[src/design/bacl_pkg.sv]
// ----------------------------------------------------------------------------
// bacl_pkg
// Shared types and key codes for the BCD alarm clock keypad control block.
// ----------------------------------------------------------------------------
package bacl_pkg;

    localparam int KEY_W   = 5;
    localparam int DIGIT_W = 4;
    localparam int NDIGITS = 6;

    localparam logic [KEY_W-1:0] KEY_RUN       = 5'd10;
    localparam logic [KEY_W-1:0] KEY_STOP      = 5'd11;
    localparam logic [KEY_W-1:0] KEY_SET_TIME  = 5'd12;
    localparam logic [KEY_W-1:0] KEY_CLEAR     = 5'd13;
    localparam logic [KEY_W-1:0] KEY_SET_ALARM = 5'd14;
    localparam logic [KEY_W-1:0] KEY_TICK      = 5'd16;

    localparam logic [7:0] HOURS_PER_DAY = 8'd24;
    localparam logic [3:0] LAST_ONES     = 4'd9;
    localparam logic [3:0] LAST_TENS     = 4'd5;

    typedef enum logic [1:0] {
        MODE_RUN       = 2'd0,
        MODE_STOPPED   = 2'd1,
        MODE_SET_TIME  = 2'd2,
        MODE_SET_ALARM = 2'd3
    } t_mode;

    // index 0: hour tens ... index 5: second ones
    typedef logic [NDIGITS-1:0][DIGIT_W-1:0] t_digits;

    typedef struct packed {
        logic [1:0] hour_tens;
        logic [3:0] hour_ones;
        logic [3:0] minute_tens;
        logic [3:0] minute_ones;
        logic [3:0] second_tens;
        logic [3:0] second_ones;
        t_mode      mode;
        logic       alarm_beep;
        logic       error_beep;
    } t_result;

endpackage

[src/design/bacl_if.sv]
// ----------------------------------------------------------------------------
// bacl_key_if / bacl_res_if
// Valid/ready channels carrying key requests and display results.
// ----------------------------------------------------------------------------
interface bacl_key_if;
    logic       valid;
    logic       ready;
    logic [4:0] key_code;

    modport source (output valid, output key_code, input ready);
    modport sink   (input valid, input key_code, output ready);
endinterface

interface bacl_res_if;
    logic       valid;
    logic       ready;
    logic [1:0] hour_tens;
    logic [3:0] hour_ones;
    logic [3:0] minute_tens;
    logic [3:0] minute_ones;
    logic [3:0] second_tens;
    logic [3:0] second_ones;
    logic [1:0] mode;
    logic       alarm_beep;
    logic       error_beep;

    modport source (
        output valid, output hour_tens, output hour_ones, output minute_tens,
        output minute_ones, output second_tens, output second_ones,
        output mode, output alarm_beep, output error_beep, input ready
    );
    modport sink (
        input valid, input hour_tens, input hour_ones, input minute_tens,
        input minute_ones, input second_tens, input second_ones,
        input mode, input alarm_beep, input error_beep, output ready
    );
endinterface

[src/design/bacl_tick.sv]
// ----------------------------------------------------------------------------
// bacl_tick
// One-second advance of HH:MM:SS BCD digits with 24-hour wrap.
// ----------------------------------------------------------------------------
module bacl_tick (
    input  bacl_pkg::t_digits i_digits,
    output bacl_pkg::t_digits o_digits
);

    always_comb begin
        o_digits = i_digits;
        if (i_digits[5] != bacl_pkg::LAST_ONES) begin
            o_digits[5] = i_digits[5] + 4'd1;
        end else if (i_digits[4] != bacl_pkg::LAST_TENS) begin
            o_digits[5] = '0;
            o_digits[4] = i_digits[4] + 4'd1;
        end else if (i_digits[3] != bacl_pkg::LAST_ONES) begin
            o_digits[5] = '0;
            o_digits[4] = '0;
            o_digits[3] = i_digits[3] + 4'd1;
        end else if (i_digits[2] != bacl_pkg::LAST_TENS) begin
            o_digits[5] = '0;
            o_digits[4] = '0;
            o_digits[3] = '0;
            o_digits[2] = i_digits[2] + 4'd1;
        end else begin
            o_digits[5] = '0;
            o_digits[4] = '0;
            o_digits[3] = '0;
            o_digits[2] = '0;
            if (i_digits[1] == bacl_pkg::LAST_ONES && i_digits[0] <= 4'd1) begin
                o_digits[1] = '0;
                o_digits[0] = i_digits[0] + 4'd1;
            end else if (i_digits[1] == 4'd3 && i_digits[0] == 4'd2) begin
                o_digits[1] = '0;
                o_digits[0] = '0;
            end else begin
                o_digits[1] = i_digits[1] + 4'd1;
            end
        end
    end

endmodule

[src/design/bacl_core.sv]
// ----------------------------------------------------------------------------
// bacl_core
// Mode state machine, time and alarm digit registers, per-key update.
// ----------------------------------------------------------------------------
module bacl_core (
    input  logic              i_clk,
    input  logic              i_rst_n,
    input  logic              i_en,
    input  logic [4:0]        i_key,
    output bacl_pkg::t_result o_res
);

    bacl_pkg::t_mode   r_mode;
    bacl_pkg::t_mode   n_mode;
    bacl_pkg::t_digits r_time;
    bacl_pkg::t_digits n_time;
    bacl_pkg::t_digits r_alarm;
    bacl_pkg::t_digits n_alarm;
    bacl_pkg::t_digits w_ticked;
    bacl_pkg::t_digits w_edit;
    bacl_pkg::t_digits w_shifted;
    logic              w_edit_ok;
    logic              w_leave;
    logic              w_digit;
    logic              w_alarm;
    logic              w_err;

    function automatic logic digits_valid(input bacl_pkg::t_digits d);
        logic [7:0] hours;
        hours = {1'b0, d[0], 3'b000} + {3'b000, d[0], 1'b0} + {4'b0000, d[1]};
        return (d[4] <= bacl_pkg::LAST_TENS) && (d[2] <= bacl_pkg::LAST_TENS) &&
               (hours < bacl_pkg::HOURS_PER_DAY);
    endfunction

    bacl_tick u_tick (
        .i_digits (r_time),
        .o_digits (w_ticked)
    );

    assign w_edit    = (r_mode == bacl_pkg::MODE_SET_ALARM) ? r_alarm : r_time;
    assign w_edit_ok = digits_valid(w_edit);
    assign w_leave   = (i_key == bacl_pkg::KEY_RUN) || (i_key == bacl_pkg::KEY_STOP);
    assign w_digit   = i_key < 5'd10;
    assign w_shifted = {i_key[3:0], w_edit[5:1]};

    // next state
    always_comb begin
        n_mode = r_mode;
        unique case (r_mode)
            bacl_pkg::MODE_RUN: begin
                if (i_key == bacl_pkg::KEY_STOP) n_mode = bacl_pkg::MODE_STOPPED;
            end
            bacl_pkg::MODE_STOPPED: begin
                priority if (i_key == bacl_pkg::KEY_RUN) n_mode = bacl_pkg::MODE_RUN;
                else if (i_key == bacl_pkg::KEY_SET_TIME) n_mode = bacl_pkg::MODE_SET_TIME;
                else if (i_key == bacl_pkg::KEY_SET_ALARM) n_mode = bacl_pkg::MODE_SET_ALARM;
                else n_mode = r_mode;
            end
            bacl_pkg::MODE_SET_TIME, bacl_pkg::MODE_SET_ALARM: begin
                if (w_leave && w_edit_ok) begin
                    n_mode = (i_key == bacl_pkg::KEY_RUN) ? bacl_pkg::MODE_RUN
                                                          : bacl_pkg::MODE_STOPPED;
                end
            end
            default: n_mode = r_mode;
        endcase
    end

    // outputs and digit updates
    always_comb begin
        n_time  = r_time;
        n_alarm = r_alarm;
        w_alarm = 1'b0;
        w_err   = 1'b0;
        unique case (r_mode)
            bacl_pkg::MODE_RUN: begin
                if (i_key == bacl_pkg::KEY_TICK) begin
                    w_alarm = (r_time[3:0] == r_alarm[3:0]);
                    n_time  = w_ticked;
                end else if (i_key != bacl_pkg::KEY_STOP) begin
                    w_err = 1'b1;
                end
            end
            bacl_pkg::MODE_STOPPED: begin
                if (i_key == bacl_pkg::KEY_CLEAR) begin
                    n_time = '0;
                end else begin
                    w_err = (i_key != bacl_pkg::KEY_RUN) && (i_key != bacl_pkg::KEY_SET_TIME) &&
                            (i_key != bacl_pkg::KEY_SET_ALARM) && (i_key != bacl_pkg::KEY_TICK);
                end
            end
            bacl_pkg::MODE_SET_TIME, bacl_pkg::MODE_SET_ALARM: begin
                priority if (w_leave) begin
                    w_err = !w_edit_ok;
                end else if (w_digit) begin
                    if (r_mode == bacl_pkg::MODE_SET_ALARM) n_alarm = w_shifted;
                    else n_time = w_shifted;
                end else begin
                    w_err = (i_key != bacl_pkg::KEY_TICK);
                end
            end
            default: w_err = 1'b0;
        endcase
    end

    always_ff @(posedge i_clk) begin
        if (!i_rst_n) begin
            r_mode  <= bacl_pkg::MODE_RUN;
            r_time  <= '0;
            r_alarm <= '0;
        end else if (i_en) begin
            r_mode  <= n_mode;
            r_time  <= n_time;
            r_alarm <= n_alarm;
        end
    end

    assign o_res.hour_tens   = n_time[0][1:0];
    assign o_res.hour_ones   = n_time[1];
    assign o_res.minute_tens = n_time[2];
    assign o_res.minute_ones = n_time[3];
    assign o_res.second_tens = n_time[4];
    assign o_res.second_ones = n_time[5];
    assign o_res.mode        = n_mode;
    assign o_res.alarm_beep  = w_alarm;
    assign o_res.error_beep  = w_err;

endmodule

[src/design/bcd_alarm_clock_keypad_control_top.sv]
// A key request is registered at the input; the result register loads when the
// core state updates, which waits while a held result has not been taken.
// The block takes one key request per cycle while the result channel is not stalled.
// Reset (synchronous, active low): time and alarm digits zero, run mode,
// both pipeline registers empty.
// ----------------------------------------------------------------------------
// bcd_alarm_clock_keypad_control_top
// 24-hour BCD clock with alarm driven by keypad codes and tick requests.
// ----------------------------------------------------------------------------
module bcd_alarm_clock_keypad_control_top (
    input  logic       i_clk,
    input  logic       i_rst_n,
    bacl_key_if.sink   i_key,
    bacl_res_if.source o_res
);

    logic              r_in_valid;
    logic [4:0]        r_key;
    logic              r_out_valid;
    bacl_pkg::t_result r_res;
    bacl_pkg::t_result w_res;
    logic              w_adv;

    assign w_adv       = r_in_valid && (!r_out_valid || o_res.ready);
    assign i_key.ready = !r_in_valid || w_adv;

    always_ff @(posedge i_clk) begin
        if (!i_rst_n) begin
            r_in_valid <= 1'b0;
        end else if (i_key.ready) begin
            r_in_valid <= i_key.valid;
        end
    end

    always_ff @(posedge i_clk) begin
        if (i_key.ready && i_key.valid) begin
            r_key <= i_key.key_code;
        end
    end

    bacl_core u_core (
        .i_clk   (i_clk),
        .i_rst_n (i_rst_n),
        .i_en    (w_adv),
        .i_key   (r_key),
        .o_res   (w_res)
    );

    always_ff @(posedge i_clk) begin
        if (!i_rst_n) begin
            r_out_valid <= 1'b0;
        end else if (w_adv) begin
            r_out_valid <= 1'b1;
        end else if (o_res.ready) begin
            r_out_valid <= 1'b0;
        end
    end

    always_ff @(posedge i_clk) begin
        if (w_adv) begin
            r_res <= w_res;
        end
    end

    assign o_res.valid       = r_out_valid;
    assign o_res.hour_tens   = r_res.hour_tens;
    assign o_res.hour_ones   = r_res.hour_ones;
    assign o_res.minute_tens = r_res.minute_tens;
    assign o_res.minute_ones = r_res.minute_ones;
    assign o_res.second_tens = r_res.second_tens;
    assign o_res.second_ones = r_res.second_ones;
    assign o_res.mode        = r_res.mode;
    assign o_res.alarm_beep  = r_res.alarm_beep;
    assign o_res.error_beep  = r_res.error_beep;

    a_beep_excl: assert property (@(posedge i_clk) disable iff (!i_rst_n)
        o_res.valid |-> !(o_res.alarm_beep && o_res.error_beep))
        else $error("alarm and error beep together");

    a_alarm_run: assert property (@(posedge i_clk) disable iff (!i_rst_n)
        (o_res.valid && o_res.alarm_beep) |-> (o_res.mode == bacl_pkg::MODE_RUN))
        else $error("alarm beep outside run mode");

    a_reset_ready: assert property (@(posedge i_clk)
        !i_rst_n |=> (i_key.ready && !o_res.valid))
        else $error("pipeline not empty after reset");

endmodule

[src/flat_wrapper.sv]
// flat-port wrapper written by rule: the top's interface ports become plain ports
module bcd_alarm_clock_keypad_control_top_flat 
  (i_clk, i_rst_n, i_key_valid, i_key_key_code, i_key_ready, o_res_valid, o_res_hour_tens, o_res_hour_ones, o_res_minute_tens, o_res_minute_ones, o_res_second_tens, o_res_second_ones, o_res_mode, o_res_alarm_beep, o_res_error_beep, o_res_ready);
  bacl_key_if i_key_i ();
  bacl_res_if o_res_i ();
  input  logic i_clk;
  input  logic i_rst_n;
  input wire logic [$bits(i_key_i.valid)-1:0] i_key_valid;
  input wire logic [$bits(i_key_i.key_code)-1:0] i_key_key_code;
  output wire logic [$bits(i_key_i.ready)-1:0] i_key_ready;
  output wire logic [$bits(o_res_i.valid)-1:0] o_res_valid;
  output wire logic [$bits(o_res_i.hour_tens)-1:0] o_res_hour_tens;
  output wire logic [$bits(o_res_i.hour_ones)-1:0] o_res_hour_ones;
  output wire logic [$bits(o_res_i.minute_tens)-1:0] o_res_minute_tens;
  output wire logic [$bits(o_res_i.minute_ones)-1:0] o_res_minute_ones;
  output wire logic [$bits(o_res_i.second_tens)-1:0] o_res_second_tens;
  output wire logic [$bits(o_res_i.second_ones)-1:0] o_res_second_ones;
  output wire logic [$bits(o_res_i.mode)-1:0] o_res_mode;
  output wire logic [$bits(o_res_i.alarm_beep)-1:0] o_res_alarm_beep;
  output wire logic [$bits(o_res_i.error_beep)-1:0] o_res_error_beep;
  input wire logic [$bits(o_res_i.ready)-1:0] o_res_ready;
  assign i_key_i.valid = i_key_valid;
  assign i_key_i.key_code = i_key_key_code;
  assign i_key_ready = i_key_i.ready;
  assign o_res_valid = o_res_i.valid;
  assign o_res_hour_tens = o_res_i.hour_tens;
  assign o_res_hour_ones = o_res_i.hour_ones;
  assign o_res_minute_tens = o_res_i.minute_tens;
  assign o_res_minute_ones = o_res_i.minute_ones;
  assign o_res_second_tens = o_res_i.second_tens;
  assign o_res_second_ones = o_res_i.second_ones;
  assign o_res_mode = o_res_i.mode;
  assign o_res_alarm_beep = o_res_i.alarm_beep;
  assign o_res_error_beep = o_res_i.error_beep;
  assign o_res_i.ready = o_res_ready;
  bcd_alarm_clock_keypad_control_top u_core (.i_clk(i_clk), .i_rst_n(i_rst_n), .i_key(i_key_i), .o_res(o_res_i));
endmodule
[config.mk]
export PLATFORM = sky130hd
export DESIGN_NAME = bcd_alarm_clock_keypad_control_top_flat
export DESIGN_NICKNAME = d
export VERILOG_FILES = /design/src/design/bacl_pkg.sv /design/src/design/bacl_if.sv /design/src/design/bacl_tick.sv /design/src/design/bacl_core.sv /design/src/design/bcd_alarm_clock_keypad_control_top.sv /design/src/flat_wrapper.sv
export SDC_FILE = /design/constraint.sdc
export NUM_CORES = 1
export LEC_CHECK = 0
export ABC_CLOCK_PERIOD_IN_PS = 4200
export BUFFER_PORTS_ARGS = -buffer_cell sky130_fd_sc_hd__buf_4
export CAP_MARGIN = 20
export CORE_ASPECT_RATIO = 1.1
export CORE_MARGIN = 3
export CORE_UTILIZATION = 45
export CTS_CLUSTER_DIAMETER = 40
export DETAILED_ROUTE_END_ITERATION = 7
export GPL_TIMING_DRIVEN = 0
export HOLD_SLACK_MARGIN = 0.05
export PLACE_DENSITY = 0.61
export REMOVE_ABC_BUFFERS = 1
export SLEW_MARGIN = 20
export SYNTH_ARGS = -nofsm -noshare
export SYNTH_HDL_FRONTEND = slang
export SYNTH_SLANG_ARGS = --single-unit
[constraint.sdc]
create_clock -name i_clk -period 4.2 [get_ports i_clk]
set_clock_uncertainty 0.1 [all_clocks]
set_input_delay 0.63 -clock i_clk [delete_from_list [all_inputs] [get_ports i_clk]]
set_output_delay 0.63 -clock i_clk [all_outputs]
set_load 0.1 [all_outputs]
[Word-level counts from Yosys, hierarchy flattened]
Index checks and enable logic that the tools add are counted.
Word-level totals
  register bits after elaboration: 83
  input bits: 9
  output and inout bits: 28
  word-level logic and storage cells: 127
Cells by class
  add/subtract/negate cells: 8
  $lt $le $gt $ge: 5
  eq/ne operators: 32
  mux-type cells: 33
  bitwise logic cells: 1
  reduce and logical (&&, ||, !) cells: 22
Operators with widths (count)
  24-bit 2-to-1 mux: 6
  24-bit one-hot mux with 3 select lines: 1
  5-bit by 4-bit equality test with 1-bit output (second input constant): 5
  4-bit by 1-bit adder with 4-bit output (second input constant): 6
  12-bit 2-to-1 mux: 2
  8-bit 2-to-1 mux: 3
  20-bit 2-to-1 mux: 1
  5-bit by 4-bit inequality test with 1-bit output (second input constant): 4
  2-bit inequality test (second input constant): 9
  16-bit equality test: 1
  16-bit 2-to-1 mux: 1
  4-bit 2-to-1 mux: 4
  11-bit AND reduction: 1
  1-bit logical AND: 10
  2-bit 2-to-1 mux: 5
  7-bit by 5-bit adder with 8-bit output: 1
  8-bit by 4-bit adder with 8-bit output: 1
  4-bit by 2-bit equality test with 1-bit output (second input constant): 2
  4-bit by 3-bit <= comparator with 1-bit output (second input constant): 2
  8-bit by 5-bit < comparator with 1-bit output (second input constant): 1
  1-bit 2-to-1 mux: 8
  4-bit by 3-bit inequality test with 1-bit output (second input constant): 2
  4-bit inequality test (second input constant): 2
  2-bit one-hot mux with 3 select lines: 1
  other kinds (17): 22

[Depth between registers and ports, before layout]
  depth after elaboration: 10
  depth in mapped cells: 14
  depth with buffers taken out: 12

[Cells and area by module]
Synthesis repeated with hierarchy kept, for this count alone.
Second synthesis, totals
  cell total of the unflattened synthesis: 577
  area, all modules: 4906.0 um^2
By module, submodules not included
  bacl_core: instances 1, cells an instance 446, area an instance 3214.3 um^2
  bcd_alarm_clock_keypad_control_top: instances 1, cells an instance 40, area an instance 1034.7 um^2
  bacl_tick: instances 1, cells an instance 91, area an instance 656.9 um^2

[Worst setup path after synthesis]
Ideal clock, no wire load.
  path type: flip-flop to flip-flop
  start: register u_core.u_core.r_mode[0]
  end: register u_core.r_res, in the netlist u_core.o_res.mode[0], data pin
  library setup time: 0.267 ns
  arrival: 3.051 ns
  setup slack: 0.781 ns
  stages on the path, launching flop included: 14
  path buffers: 2
  period minus slack after synthesis: 3.419 ns
  cell sequence: dfxtp_1 > buf_2 > nand2_1 > buf_1 > mux2_2 > ha_1 > inv_1 > fa_1 > xor2_1 > o21ai_0 > a2111oi_0 > nand3_1 > mux2i_1 > mux2i_1
RTL lines
  start, declared: RTL line bacl_core.sv:13  | bacl_pkg::t_mode r_mode;
  start signal, assigned: RTL line bacl_core.sv:108  | r_mode <= bacl_pkg::MODE_RUN;
  start signal, assigned: RTL line bacl_core.sv:112  | r_mode <= n_mode;
  end signal, assigned: RTL line bcd_alarm_clock_keypad_control_top.sv:61  | r_res <= w_res;
  end, declared: RTL line bcd_alarm_clock_keypad_control_top.sv:20  | bacl_pkg::t_result r_res;

==> run summary <==
Max-slew headroom: 0.497
DR vias: 4184
buffer type at the clock tree root: clkbuf_16
hold depth: 2
max_cap viols: 0
post-route ant nets: 0
Total Wirelength: 12300 um
Synth Flop Type: dfxtp_1
Max rail drop VDD: 0.183 mV
CORE AREA: 10400 um2
DR vias/cell: 5.83
Final Max Tran Viols: 0
CTS buffer count: 9
ratio of cells with drive above 1 in the final layout: 0.144
DPL Wire Length: 8350 um
Power Density: 344 nW/um2
first-pass GRT wire length: 20000 um
Post-synth EDFFs: 31
IO Count: 37
most frequent cell after synthesis: nand2_1
floorplan row count: 39
leak pwr: 2.00 nW
top cells by count, synth: nand2_1 (90), dfxtp_1 (52), a21oi_1 (46)
synthesis-to-finish area growth: 12.5%
Syn Area/Cell: 8.53 um2
Mapped Area: 4860 um2
delay of the slowest cell on the worst path: 0.60 ns
Final Hold Fails: 0
Yosys reg bits: 83
crit path kind: reg2reg
Min-Delay Path Class: reg2reg
post-synthesis cell type count: 71
# DRC: 0
setup slack, reg-to-reg: 0.46 ns
cell taking the most area after synthesis: dfxtp_1
Min Hold Slack: 0.345 ns
initial antenna violation count: 0
setup TNS: 0 ns
share of flip-flops with an asynchronous set or reset: 0
Worst-Skew Late Latency: 0.35 ns
startpoint types: register
worst r2r path cells: 12
clk buf depth: 2
Hold Startpoint: u_core.u_core.r_alarm[21]
r2r endpoint: u_core.o_res.mode[0]
critical path arrival: 3.72 ns
Avg WL per Cell: 17.1 um
CP max-delay cell: dfxtp_2
fmax: 0.268 GHz
pin count of the biggest net entering global routing: 42
CTS tree: done
minimum clock period after layout: 3.74 ns
vias in the first global route: 3893
Seq/Total Area, Yosys: 0.406
total power: 1.88 mW
WP data required: 4.19 ns
hold endpoint: u_core.u_core.r_alarm[17]
synth top area cells: dfxtp_1 (21%), edfxtp_1 (19%), nand2_1 (7.0%)
CTS H-tree lvls: 3
Critical Path, Cell by Cell: nand2_2, mux2i_1, inv_1, ha_1, nand2b_1, fa_1, xor2_1, o21ai_0, a2111oi_0, nand3_1, mux2i_1, mux2i_1
Syn Inst Count: 569
FILL cells: 1012
# setup viols final: 0
most used cell along the critical path: mux2i_1
PortBufs: 36
Die Area: 12100 um2
global placement routability congestion: 0.868
status: finished clean
nets: 591
Die Y: 115 um
clock sink count: 83
Post-CTS Hold Fix Bufs: 0
Ant. Diodes: 0
initial drt markers: 233
Core Util, Final: 0.523
synth warn: 0
RSZ-0062 raised after global routing: no
Starting Density: 0.465
CP endpoint kind: register
actual slew at the worst max-slew pin: 0.750 ns
Crit Path Max Fanout: 20
DP Worst Slack: -0.378 ns
Reg-to-Reg Start: u_core.u_core.r_mode[0]
GR Util All Layers: 0.208
final worst setup slack: 0.463 ns
die extent in x: 105 um
GRT overflow: 0
Final Cycle Share: 0.890
top cell type's share of synthesized area: 0.214
Setup Buffers After CTS: 0
DR pass1 iterations: 5
Worst-path clk slew: 0.06 ns
==> layout make-up <==
type	count	area [um2]	share of cell area
multi-input combinational	421	2620	0.480
sequential	83	1980	0.362
timing repair buffer	40	337	0.0616
clock buffer	12	268	0.0490
tap	143	179	0.0328
inverter	15	56.3	0.0103
clock inverter	4	22.5	0.00412
==> state kept, by name (all words and copies together), names as in the netlist <==
name,count
u_core.o_res.hour_tens,2
u_core.u_core.r_alarm,24
u_core.o_res.second_tens,4
u_core.o_res.valid,1
u_core.o_res.error_beep,1
u_core.o_res.minute_tens,4
u_core.o_res.minute_ones,4
u_core.o_res.second_ones,4
u_core.u_core.r_time,24
u_core.o_res.hour_ones,4
u_core.u_core.r_mode,2
u_core.o_res.alarm_beep,1
u_core.r_key,5
u_core.o_res.mode,2
u_core.r_in_valid,1
==> report_power, final <==
| group | leakage [nW] | switching (mW) | total [mW] | internal (mW) |
|---|---|---|---|---|
| sequential | 0.717 | 0.0319 | 0.890 | 0.858 |
| clock | 0.143 | 0.319 | 0.769 | 0.450 |
| combinational | 1.14 | 0.159 | 0.219 | 0.0598 |
==> worst max path at each step <==
stage	from	to	slack, ns	cells after the start
floorplan	u_core.u_core.r_mode[1]	u_core.o_res.mode[0]	0.54	11
global placement	u_core.u_core.r_mode[1]	u_core.o_res.mode[0]	-0.31	12
detailed placement	u_core.u_core.r_mode[1]	u_core.o_res.mode[0]	-0.38	12
CTS	u_core.u_core.r_mode[1]	u_core.o_res.mode[0]	0.09	12
global route	u_core.u_core.r_mode[0]	u_core.o_res.mode[0]	0.19	12
finish	u_core.u_core.r_mode[0]	u_core.o_res.mode[0]	0.46	12
==> what timing repair did <==
action / CTS / global route
pin swaps: 0 / 0
setup endpoints to repair: 5 / 5
gates resized for setup: 2 / 2
==> cell families (layout without fill, tap and decap cells) <==
| logic type | Yosys count | after routing | synth area share |
|---|---|---|---|
| AOI/OAI and AO/OA | 148 | 148 | 0.200 |
| xor gates and xnor gates | 27 | 27 | 0.0487 |
| adders and majority gates | 12 | 12 | 0.0325 |
| buffers and inverters | 65 | 71 | 0.0564 |
| DFF | 83 | 83 | 0.406 |
| muxes | 17 | 17 | 0.0368 |
| and+or+nand+nor | 217 | 217 | 0.220 |
==> critical path: cells and delay by family (launching register included) <==
| kind | cells | cell delay (ns) |
|---|---|---|
| muxes | 3 | 0.75 |
| DFF | 1 | 0.60 |
| xor gates and xnor gates | 1 | 0.13 |
| and+or+nand+nor | 3 | 0.61 |
| buffers and inverters | 1 | 0.11 |
| adders and majority gates | 2 | 0.71 |
| AOI/OAI and AO/OA | 2 | 0.44 |
==> metrics by stage <==
| step | std cells | cell area (um2) |
|---|---|---|
| after floorplan | 519 | 4640 |
| after global placement | 698 | 5090 |
| after detailed placement | 702 | 5160 |
| after CTS | 718 | 5450 |
| after global routing | 718 | 5460 |
| final | 718 | 5460 |
==> layout by cell type, fill, tap and decap left out, drive strengths merged, types with 14 or more instances in the layout <==
| master | synthesis | layout |
|---|---|---|
| nand2 | 91 | 91 |
| dfxtp | 52 | 52 |
| a21oi | 46 | 46 |
| nor2 | 40 | 40 |
| buf | 14 | 40 |
| o21ai | 39 | 39 |
| edfxtp | 31 | 31 |
| xnor2 | 19 | 19 |
| nand3 | 17 | 17 |
| nor3 | 14 | 14 |
==> routing by layer <==
layer	GRT usage	share of wire	wire (um)
met4	0.0892	0.024	299
met3	0.0326	0.045	554
met2	0.344	0.47	5750
met1	0.272	0.46	5650
met5	0	0	0
No activity file was read; power rests on OpenSTA's default activity.
